`src/rtl/fxa_cell.sv`:
```
// one pipeline cell: a single restoring divide step plus pass-through of the word
module fxa_cell #(
  parameter int NB = 48,
  parameter int QB = 48,
  parameter int IW = 104,
  parameter int STEP = 0
) (
  input  logic          clk,
  input  logic          rst_n,
  input  logic          en,
  input  logic          vld_i,
  input  logic [NB-1:0] rem_i,
  input  logic [QB-1:0] quo_i,
  input  logic [NB-1:0] dvs_i,
  input  logic [QB-1:0] num_i,
  input  logic [3:0]    cmd_i,
  input  logic [IW-1:0] pay_i,
  output logic          vld_o,
  output logic [NB-1:0] rem_o,
  output logic [QB-1:0] quo_o,
  output logic [NB-1:0] dvs_o,
  output logic [QB-1:0] num_o,
  output logic [3:0]    cmd_o,
  output logic [IW-1:0] pay_o
);
  logic [NB:0] sh;
  logic [NB:0] df;
  logic        vld_r;
  logic [NB-1:0] rem_r;
  logic [QB-1:0] quo_r;
  logic [NB-1:0] dvs_r;
  logic [QB-1:0] num_r;
  logic [3:0]    cmd_r;
  logic [IW-1:0] pay_r;

  always_comb begin
    sh = {rem_i, num_i[QB-1-STEP]};
    df = sh - {1'b0, dvs_i};
  end

  always_ff @(posedge clk) begin
    if (!rst_n) begin
      vld_r <= 1'b0;
    end else if (en) begin
      vld_r <= vld_i;
    end
  end

  always_ff @(posedge clk) begin
    if (en) begin
      if (!df[NB]) begin
        rem_r <= df[NB-1:0];
        quo_r <= {quo_i[QB-2:0], 1'b1};
      end else begin
        rem_r <= sh[NB-1:0];
        quo_r <= {quo_i[QB-2:0], 1'b0};
      end
      dvs_r <= dvs_i;
      num_r <= num_i;
      cmd_r <= cmd_i;
      pay_r <= pay_i;
    end
  end

  assign vld_o = vld_r;
  assign rem_o = rem_r;
  assign quo_o = quo_r;
  assign dvs_o = dvs_r;
  assign num_o = num_r;
  assign cmd_o = cmd_r;
  assign pay_o = pay_r;
endmodule

```
`config.mk`:
```
export PLATFORM = sky130hd
export DESIGN_NAME = fxa_cell
export DESIGN_NICKNAME = d
export VERILOG_FILES = /design/src/rtl/fxa_cell.sv
export SDC_FILE = /design/constraint.sdc
export NUM_CORES = 1
export LEC_CHECK = 0
export ABC_AREA = 1
export BUFFER_PORTS_ARGS = -buffer_cell sky130_fd_sc_hd__clkbuf_2
export CORE_AREA = 2 2 235 237
export CTS_BUF_LIST = sky130_fd_sc_hd__clkbuf_4
export DETAILED_ROUTE_END_ITERATION = 8
export DIE_AREA = 0 0 237 239
export GPL_TIMING_DRIVEN = 0
export HOLD_SLACK_MARGIN = 0.02
export SLEW_MARGIN = 20
export SYNTH_ARGS = -nofsm -noshare
export SYNTH_HDL_FRONTEND = slang
export SYNTH_SLANG_ARGS = --single-unit
```
`constraint.sdc`:
```
create_clock -name clk -period 3.1 [get_ports clk]
set_input_delay 0.62 -clock clk [delete_from_list [all_inputs] [get_ports clk]]
set_output_delay 0.62 -clock clk [all_outputs]
set_load 0.005 [all_outputs]
```
==> run metrics, run 1 <==
Most common cell on crit path nand2_1; area growth from synthesis to layout 55.62%; hold path depth 1; P_int approximately 0.0077 W; critical path arrival between 3 and 4 ns; setup slack after placement -0.3568 ns; top-count cell post-synth nand2_1; number of vias per cell 4.211; Die Y approximately 240 um; RSZ-0062 raised after global routing false; maximum root-to-sink buffer count 3; first-pass GRT wire length 85320 um; Worst slew margin 68.68%; DR iter-0 viols 619; routed vias 13450; Initial Util 26.09%; crit-path cells dlygate4sd3_1, clkbuf_2, inv_1, ha_1, inv_1, fa_2, nand2_1, nand2_1, nand3_1, nand2_2, nand2_1, nand2_2, nand2_2, nand3_2, nand2_1, nand2_2, buf_6, buf_6, nand2_1, nand2_1; vias in the first global route ~14000; initial antenna violation count 5; Power, Total 0.01097 W; CTS tree built; gr ovfl total 0; DP Area about 18000 sq um; Adder-Cell Fraction of Synth Area 4.377%; worst hold path class in -> reg; slowest stage delay, CP 0.53 ns; sequential share of power 45.8%; Max FO, Critical Path 10; ys flop type edfxtp_1; ranking of synthesized cells by area edfxtp_1 (64%), nand2_1 (15%), inv_1 (7.8%); unique cell type count in the Yosys netlist 26; sequential element share of the synthesized area a little under two thirds; ys async rst share 0%; Final Non-Filler Cells 3193; Net Sw Frac 29.38%; Post-CTS Setup Repair Bufs 0; die area 56640 sq um; Routed WL 60020 um; Compound-Gate Fraction of Synth Area 1.377%; Cell Pwr Density 497.3 nW/um^2; Final Hold Fails 0; Synth top area share 63.53%; Sw Pwr 0.003224 W; worst hold margin between 0.1 and 0.15 ns; worst ir drop on vdd 0.0002978 V; Cells after Synth 1458; Final ANT Viol Nets 0; CTS sink cnt about 300; fraction of layout cells with a size suffix above 1 approximately 31%; final worst-path cycle share between 90% and 100%; max cap viols 0; status finished clean; drt drc 0; mux contribution to synthesized area 0%; hpwl dp 46700 um; fin area 22070 sq um; largest family of logic cells by synthesized area simple AND/OR/NAND/NOR gates; cell accounting for the most synthesized area edfxtp_1; Avg Inst Size Synth 9.726 sq um; Post-Syn Area 14180 sq um; die width 237 um; Clock Power Share 33.9%; f_max 338.3 MHz; Comb power frac 20.3%; H-tree depth 3; Post-synth EDFFs 300; total core area around 54000 sq um; cell family with most CP delay simple AND/OR/NAND/NOR gates; Final Max Tran Viols 0; Post-Synth XOR/XNOR Area 1.421%; Post-Synth Simple-Gate Area 20.67%; standard-cell row count 86; clk_lat worst skew slightly above 0.8 ns; Port-buffer cells 603; largest net degree at the start of global routing 70; Avg WL per Cell 18.80 um; Final Setup Violations 0; clock root buffer master clkbuf_4; Crit. End Element flip-flop; Final min period between 2 and 3 ns; total track usage between 20% and 30%; FF+latch count, synth 301; synth cell count leaders nand2_1 (583), edfxtp_1 (300), inv_1 (294), nor2_1 (74); Setup Crit Path Kind in -> reg; clk slew on worst S/H paths 0.06 ns; Critical Path RT 3.63 ns; critical path depth 20; # IOs 605; WP buf/inv 6; gpl congestion 0.8601; dpl cells between 2000 and 3000; Post-Syn Nets roughly 1800; TritonCTS buffer count 84; min setup slack post-route 0.1442 ns; worst-margin pin slew 0.4698 ns; Syn. warnings 0; Filler cells 5461; Static Leak 11.13 nW; R2R cell count 3; drt pass-1 iters 5; nets@finish 2784; slowest stage cell, crit path dlygate4sd3_1; Max Clock Skew 0 ns; startpoint types primary input
==> layout by cell type, fill, tap and decap left out, types with 4 or more instances in the layout <==
cell type,count
nand4_1,10
clkbuf_2,602
nand3_1,48
nand2_1,581
clkinv_2,9
clkbuf_4,115
xor2_1,23
buf_6,4
clkinv_1,13
inv_2,4
edfxtp_1,300
buf_16,4
nand2_2,6
ha_1,48
a21oi_1,32
nor2_1,74
nor2_2,11
inv_1,294
buf_2,4
dlygate4sd3_1,280
==> flip-flops by register name, summed over array words and instances (netlist names) <==
| register | cells |
|---|---|
| cmd_o | 4 |
| dvs_o | 48 |
| num_o | 48 |
| pay_o | 104 |
| quo_o | 48 |
| rem_o | 48 |
| vld_o | 1 |
==> what timing repair did <==
action                     CTS  global route
gates resized for setup      0             5
hold buffers               280             0
setup endpoints to repair    0             9
hold endpoints to repair   280             0
==> power by group through the flow <==
stage,Combinational [W],Sequential (W),Clock [W]
floorplan,0.000776,0.00514,0
detailed placement,0.00194,0.00510,0
global placement,0.00192,0.00514,0
CTS,0.00226,0.00502,0.00388
global route,0.00246,0.00506,0.00407
finish,0.00223,0.00502,0.00372
==> metal layers <==
metal | part of all wire [%] | GRT usage [%] | up-vias
met5 | 0.10 | 0 | -
met4 | 5.9 | 13.06 | 10
met3 | 6.1 | 4.977 | 134
met2 | 50 | 36.02 | 497
met1 | 38 | 22.56 | 6216
li1 | - | - | 6589
==> cells by family after synthesis <==
| family | Yosys count |
|---|---|
| buffers and inverters | 308 |
| flip-flops | 301 |
| AND/OR/NAND/NOR | 740 |
| XOR/XNOR | 23 |
| adder cells (fa/ha/maj) | 49 |
| AO/OA/AOI/OAI | 37 |
==> metrics by stage <==
step	setup TNS [ns]	utilization [%]
finish	0	40.61
global route	0	40.61
CTS	0	40.58
detailed placement	-6.225	33.49
global placement	-1050.62	33.27
floorplan	0	-
==> worst paths after layout <==
check	start	end	slack (ns)
min	dvs_i[25]	dvs_o[25]	0.11
max	num_i[47]	rem_o[29]	0.14
max reg2reg	vld_o	vld_o	1.89
min reg2reg	vld_o	vld_o	1.12
==> worst register-to-register path, cell delays in order, from the launching register on <==
cell           delay [ns]
dfxtp_1              0.30
o21ai_0              0.16
a21oi_1              0.06
dlygate4sd3_1        0.58
==> layout make-up <==
class / count / area, sq um / area share (%)
clock inverter: 28 / 190.2 / 0.8619
sequential: 301 / 9029 / 40.92
timing repair buffer: 887 / 5939 / 26.92
buffer: 10 / 87.58 / 0.3969
inverter: 298 / 1119 / 5.069
multi-input combinational: 849 / 3955 / 17.92
tap: 704 / 880.8 / 3.992
antenna: 1 / 2.502 / 0.01134
clock buffer: 115 / 863.3 / 3.912
(Power assumes the default switching activity.)
==> inputs of run 2 (changes only) <==
==> constraint.sdc (replaced) <==
create_clock -name clk -period 3.1 [get_ports clk]
set_input_delay 0 -clock clk [delete_from_list [all_inputs] [get_ports clk]]
set_output_delay 0 -clock clk [all_outputs]
set_load 0.005 [all_outputs]
==> run 2 against run 1 <==
Compared with the run above:
- the run now fails in clock tree synthesis
- synthesized cell count is the same
- area after synthesis unchanged
==> run metrics, run 2 <==
status stopped before the end; Fail Step clock tree synthesis; Error [ERROR RSZ-0060] Max buffer count reached.; hpwl dp roughly 47000 um; Adder-Cell Fraction of Synth Area ~4.4%; Post-Synth XOR/XNOR Area 1.421%; top-count cell post-synth nand2_1; Avg Inst Size Synth roughly 9.7 sq um; cell accounting for the most synthesized area edfxtp_1; CTS sink cnt about 300; H-tree depth 3; Post-CTS Setup Repair Bufs 0; gpl congestion between 0.8 and 0.9; ys flop type edfxtp_1; Post-CTS Hold Fix Bufs 583; Post-Syn Area 14180 sq um; ranking of synthesized cells by area edfxtp_1 (64%), nand2_1 (15%), inv_1 (7.8%); clock root buffer master clkbuf_4; Post-Syn Nets ~1800; Syn. warnings 0; Initial Util 26.09%; Compound-Gate Fraction of Synth Area under 10%; mux contribution to synthesized area 0%; sequential element share of the synthesized area 63.67%; TritonCTS buffer count 84; Post-synth EDFFs 300; synth cell count leaders nand2_1 (583), edfxtp_1 (300), inv_1 (294), nor2_1 (74); Synth top area share 63.53%; Die Y 239 um; maximum root-to-sink buffer count 3; largest family of logic cells by synthesized area simple AND/OR/NAND/NOR gates; ys async rst share 0%; die width 237 um; unique cell type count in the Yosys netlist 26; standard-cell row count 86; # IOs 605; FF+latch count, synth 301; Port-buffer cells 603; DP Area 18200 sq um; Cells after Synth 1458; post-CTS sizing 0; Post-Synth Simple-Gate Area 20.67%
-- run 2: metrics by stage --
step	std cells	utilization, %	worst slack, ns	hold slack (ns)
3_5_place_dp	2769	33.49	0.2632	0.1786
3_3_place_gp	2765	33.27	-3.040	0.1775
2_1_floorplan	1458	-	1.123	0.09346
-- run 2: cells by family after synthesis --
family / Yosys count
compound gates: 37
xor+xnor: 23
fa+ha+maj: 49
buf+inv: 308
flops: 301
simple gates: 740
==> inputs of run 3 (changes only) <==
CORE_AREA = default   (was 2 2 235 237)
CORE_UTILIZATION = 25   (was default)
CTS_BUF_LIST = default   (was sky130_fd_sc_hd__clkbuf_4)
DIE_AREA = default   (was 0 0 237 239)
HOLD_SLACK_MARGIN = default   (was 0.02)
PLACE_DENSITY_LB_ADDON = 0.15   (was default)
==> run 3 against run 2 <==
Compared with the run above:
- the flow now finishes without violations
==> run metrics, run 3 (same netlist as run 1, synthesis figures left out) <==
Worst slew margin 62.98%; most frequent cells in the layout clkbuf_2 (602), nand2_1 (583), dlygate4sd3_1 (301); Final Setup Violations 0; worst-margin pin slew 0.5554 ns; # IOs 605; DR iter-0 viols 508; largest net degree at the start of global routing 95; Static Leak ~11 nW; standard-cell row count 86; hold path startpoint rem_i[47]; post-CTS sizing 0; min setup slack post-route 0.5300 ns; crit-path cells dlygate4sd3_1, clkbuf_2, inv_1, ha_1, inv_1, fa_1, nand2_1, nand2_1, nand3_1, nand2_2, nand2_1, nand2_2, nand2_1, nand3_2, nand2_1, nand2_2, buf_6, buf_6, nand2_1, nand2_1; maximum root-to-sink buffer count 3; status finished clean; CTS tree built; Most common cell on crit path nand2_1; gr ovfl total 0; startpoint types primary input; Clock Power Share 35.4%; gpl congestion 0.8937; slowest stage cell, crit path dlygate4sd3_1; Initial Util about a quarter; die width 240.2 um; area growth from synthesis to layout 57.40%; Critical Path RT 3.37 ns; Max FO, Critical Path 10; nets@finish roughly 2800; worst ir drop on vdd 0.0003021 V; f_max 389.1 MHz; Cell Pwr Density roughly 500 nW/um^2; Setup Crit Path Kind in -> reg; RSZ-0062 raised after global routing false; CTS sink cnt 301; reg-to-reg startpoint vld_o; Routed WL 53750 um; critical path arrival 2.84 ns; hpwl dp 43160 um; TritonCTS buffer count 36; vias in the first global route 13130; drt drc 0; Setup crit start num_i[47]; Final Non-Filler Cells 3180; Final Max Tran Viols 0; Final ANT Viol Nets 0; clk slew on worst S/H paths 0.06 ns; first-pass GRT wire length 76980 um; Comb power frac 19.6%; drt pass-1 iters 5; clock root buffer master clkbuf_16; total track usage ~18%; max cap viols 0; Final min period 2.570 ns; number of vias per cell 4.072; sequential share of power 45.0%; fraction of layout cells with a size suffix above 1 between 20% and 30%; clk_lat worst skew 0.53 ns; die area 57680 sq um; Sw Pwr 0.003040 W; slowest stage delay, CP approximately 0.53 ns; final worst-path cycle share 82.90%; Die Y 240.2 um; Final Hold Fails 0; Crit. End Element flip-flop; P_int 0.008085 W; Net Sw Frac a little over a quarter; setup slack after placement roughly 0.47 ns; max reg flops 104; total core area between 50000 and 60000 sq um; H-tree depth 2; Max Clock Skew 0 ns; dpl cells 2812; commonest non-fill, non-tap cell in the layout clkbuf_2; WP buf/inv 6; initial antenna violation count 4; Avg WL per Cell 16.90 um; cell family with most CP delay simple AND/OR/NAND/NOR gates; routed vias approximately 13000; Port-buffer cells 603; worst hold path class in -> reg
-- run 3: routing by layer --
| metal | global-route usage, % | vias to the layer above | wire [um] |
|---|---|---|---|
| li1 | - | 6482 | - |
| met1 | 18.93 | 5977 | 20000 |
| met2 | 34.25 | 407 | 28680 |
| met3 | 3.490 | 82 | 3042 |
| met4 | 7.778 | 0 | 2029 |
| met5 | 0 | - | 0 |
-- run 3: worst paths after layout --
path         slack [ns]  depth (start not counted)   endpoint
max                0.53                         20  rem_o[23]
min                0.14                          7   rem_o[8]
max reg2reg        1.90                          3      vld_o
min reg2reg        1.11                          3      vld_o
-- run 3: cell type report --
cell class | instances | area, sq um
repair buffers | 907 | 6122
plain buffers | 10 | 85.08
multi-input cells | 849 | 3948
flip-flops and latches | 301 | 9029
well taps | 748 | 935.9
fillers | 5661 | 33200
diodes | 4 | 10.01
clock buffers | 41 | 919.6
clock inverters | 22 | 151.4
inverters | 298 | 1119
-- run 3: worst register-to-register path, cell delays in order, from the launching register on --
cell	delay, ns
dfxtp_1	0.31
o21ai_0	0.16
a21oi_1	0.06
dlygate4sd3_1	0.57
-- run 3: metrics by stage --
stage	total power, W	TNS [ns]	instance area (sq um)	util, %	hold slack, ns
after floorplan	0.005919	0	14180	-	0.09346
after CTS	0.01134	0	22310	40.18	0.1062
after global placement	0.007015	-898.62	18130	32.66	0.1775
final	0.01112	0	22320	40.20	0.1355
after global routing	0.01171	0	22320	40.19	0.1521
after detailed placement	0.006986	0	18230	32.82	0.1787
-- run 3: power groups by stage --
stage                     combinational (W)  clock [W]  sequential (W)
after detailed placement            0.00189          0         0.00509
final                               0.00218    0.00394         0.00501
after CTS                           0.00223    0.00410         0.00501
after global routing                0.00243    0.00424         0.00505
after floorplan                    0.000776          0         0.00514
after global placement              0.00188          0         0.00514
-- run 3: what timing repair did --
| action | CTS | global route |
|---|---|---|
| hold buffers | 301 | 0 |
| endpoints found under the setup margin | 0 | 0 |
| hold endpoints to repair | 303 | 0 |
| buffers inserted | 0 | 0 |
==> inputs of run 4 (changes only) <==
clock period = 2.6 ns   (was 3.1 ns; I/O delays follow)
==> run 4 against run 3 <==
Compared with the run above:
- flip-flop and latch count did not move
- final area rose by 0.17%
- first-iteration DRC count rose by 12%
- via count barely moved
- clock skew did not move
- worst hold slack got worse by 0.14 ns
- combinational power rose by 20%
- the flow now finishes with violations (negative hold slack)
- register-to-register slack got worse by 0.50 ns
- worst setup slack got worse by 0.35 ns
==> run metrics, run 4 (same netlist as run 1, synthesis figures left out) <==
status finished, violations left; violated checks negative hold slack; CTS sink cnt 301; hold path startpoint num_i[47]; Final Hold Fails 1; area growth from synthesis to layout 57.66%; f_max 413.9 MHz; Setup Crit Path Kind in -> reg; commonest non-fill, non-tap cell in the layout clkbuf_2; total core area between 50000 and 60000 sq um; most frequent cells in the layout clkbuf_2 (601), nand2_1 (579), dlygate4sd3_1 (301); Final Max Tran Viols 0; # IOs roughly 610; reg-to-reg startpoint vld_o; Avg WL per Cell 16.88 um; fraction of layout cells with a size suffix above 1 approximately 29%; reg-to-reg endpoint vld_o; Final Setup Violations 0; Worst slew margin between 60% and 70%; maximum root-to-sink buffer count 3; worst hold path class in -> reg; Max Clock Skew 0 ns; dpl cells 2812; Hold Path Sink rem_o[0]; max cap viols 0; setup slack after placement -0.02954 ns; min setup slack post-route about 0.18 ns; nets@finish 2757; drt drc 0; worst ir drop on vdd 0.0003603 V; Cell Pwr Density 593.7 nW/um^2; total track usage 17.96%; Max FO, Critical Path 10; critical path arrival 2.69 ns; die width 240.2 um; clk_lat worst skew 0.53 ns; worst hold margin -0.001744 ns; DR iter-0 viols between 500 and 600; routed vias between 10000 and 15000; R2R cell count 3; reg-to-reg slack, setup 1.40 ns; vias in the first global route 13130; die area around 58000 sq um; RSZ-0062 raised after global routing false; Port-buffer cells 603; standard-cell row count 86; clk slew on worst S/H paths ~0.060 ns; initial antenna violation count 4; Die Y 240.2 um; hpwl dp between 40000 and 50000 um; Critical Path RT 2.87 ns; Crit. End Element flip-flop; Initial Util 25.54%; startpoint types primary input; first-pass GRT wire length 76980 um; Routed WL 53690 um; drt pass-1 iters 5; Final min period 2.416 ns; gpl congestion approximately 0.89; H-tree depth 2; CTS tree built; largest net degree at the start of global routing 95; gr ovfl total 0; Final ANT Viol Nets 0; hold path depth 6; Static Leak 11.10 nW; max reg flops 104; final worst-path cycle share 92.94%; Final Util 40.27%; number of vias per cell slightly above 4; Final Non-Filler Cells 3181; Filler cells 5664; worst-margin pin slew about 0.55 ns; TritonCTS buffer count 36; clock root buffer master clkbuf_16; setup TNS 0 ns
run 4: cell types whose count changed in the layout (fill, tap and decap cells not counted):
cell,before,now
inv_1,294,293
buf_2,5,6
buf_12,0,1
fa_1,1,0
buf_4,0,1
a21oi_2,0,1
nand2_2,4,7
a21oi_1,32,31
nand2_1,583,579
fa_2,0,1
nand2_4,0,1
inv_2,4,5
buf_6,4,3
clkbuf_2,602,601
run 4: power by group:
group / internal, W / switching, W / total [W]
clock network: 0.00265 / 0.00205 / 0.00469
logic: 0.00114 / 0.00146 / 0.00261
registers: 0.00586 / 0.000114 / 0.00597
total: 0.00965 / 0.00362 / 0.0133
run 4: metal layers:
metal / vias to the layer above / routed length, um / track usage [%]
li1: 6486 / - / -
met1: 5985 / 20040 / 18.93
met2: 383 / 28710 / 34.25
met3: 85 / 2871 / 3.490
met4: 0 / 2067 / 7.778
met5: - / 0 / 0
run 4: area by class of cell:
class	instances	area [sq um]	share of cell area, %
diodes	4	10.01	0.04477
plain buffers	10	93.84	0.4197
clock buffers	41	919.6	4.114
clock inverters	22	151.4	0.6772
inverters	298	1119	5.003
multi-input cells	849	3969	17.75
flip-flops and latches	301	9029	40.39
well taps	748	935.9	4.186
repair buffers	908	6130	27.42
run 4: timing repair:
item,in CTS,in global routing
setup endpoints to repair,0,30
resized for setup,0,11
buffers inserted,0,1
hold buffers,300,1
endpoints found under the hold margin,303,2
run 4: through the flow:
stage | power (W) | instance area (sq um)
after global placement | 0.008364 | 18130
final | 0.01327 | 22360
after CTS | 0.01352 | 22300
after global routing | 0.01398 | 22350
after floorplan | 0.007058 | 14180
after detailed placement | 0.008329 | 18230
run 4: worst max-delay path, cell delays in order:
cell and delay [ns]:
dlygate4sd3_1 0.55, clkbuf_2 0.18, inv_1 0.10, ha_1 0.37, nand2_1 0.12, nor2_2 0.19, inv_2 0.08, nor2_4 0.09
nand2_1 0.07, nand2_2 0.11, nand2_1 0.11, nand4_1 0.11, nand2_2 0.12, buf_12 0.17, buf_6 0.14, nand2_1 0.06
nand2_1 0.09
run 4: worst max-delay path by stage:
stage | cells after the start | endpoint | slack, ns | from
after floorplan | 18 | rem_o[4] | 0.62 | num_i[47]
after global placement | 3 | vld_o | -3.75 | en
after detailed placement | 19 | rem_o[23] | -0.03 | num_i[47]
after CTS | 20 | rem_o[23] | 0.07 | dvs_i[22]
after global routing | 19 | rem_o[23] | 0.006 | dvs_i[0]
final | 17 | rem_o[23] | 0.18 | dvs_i[25]
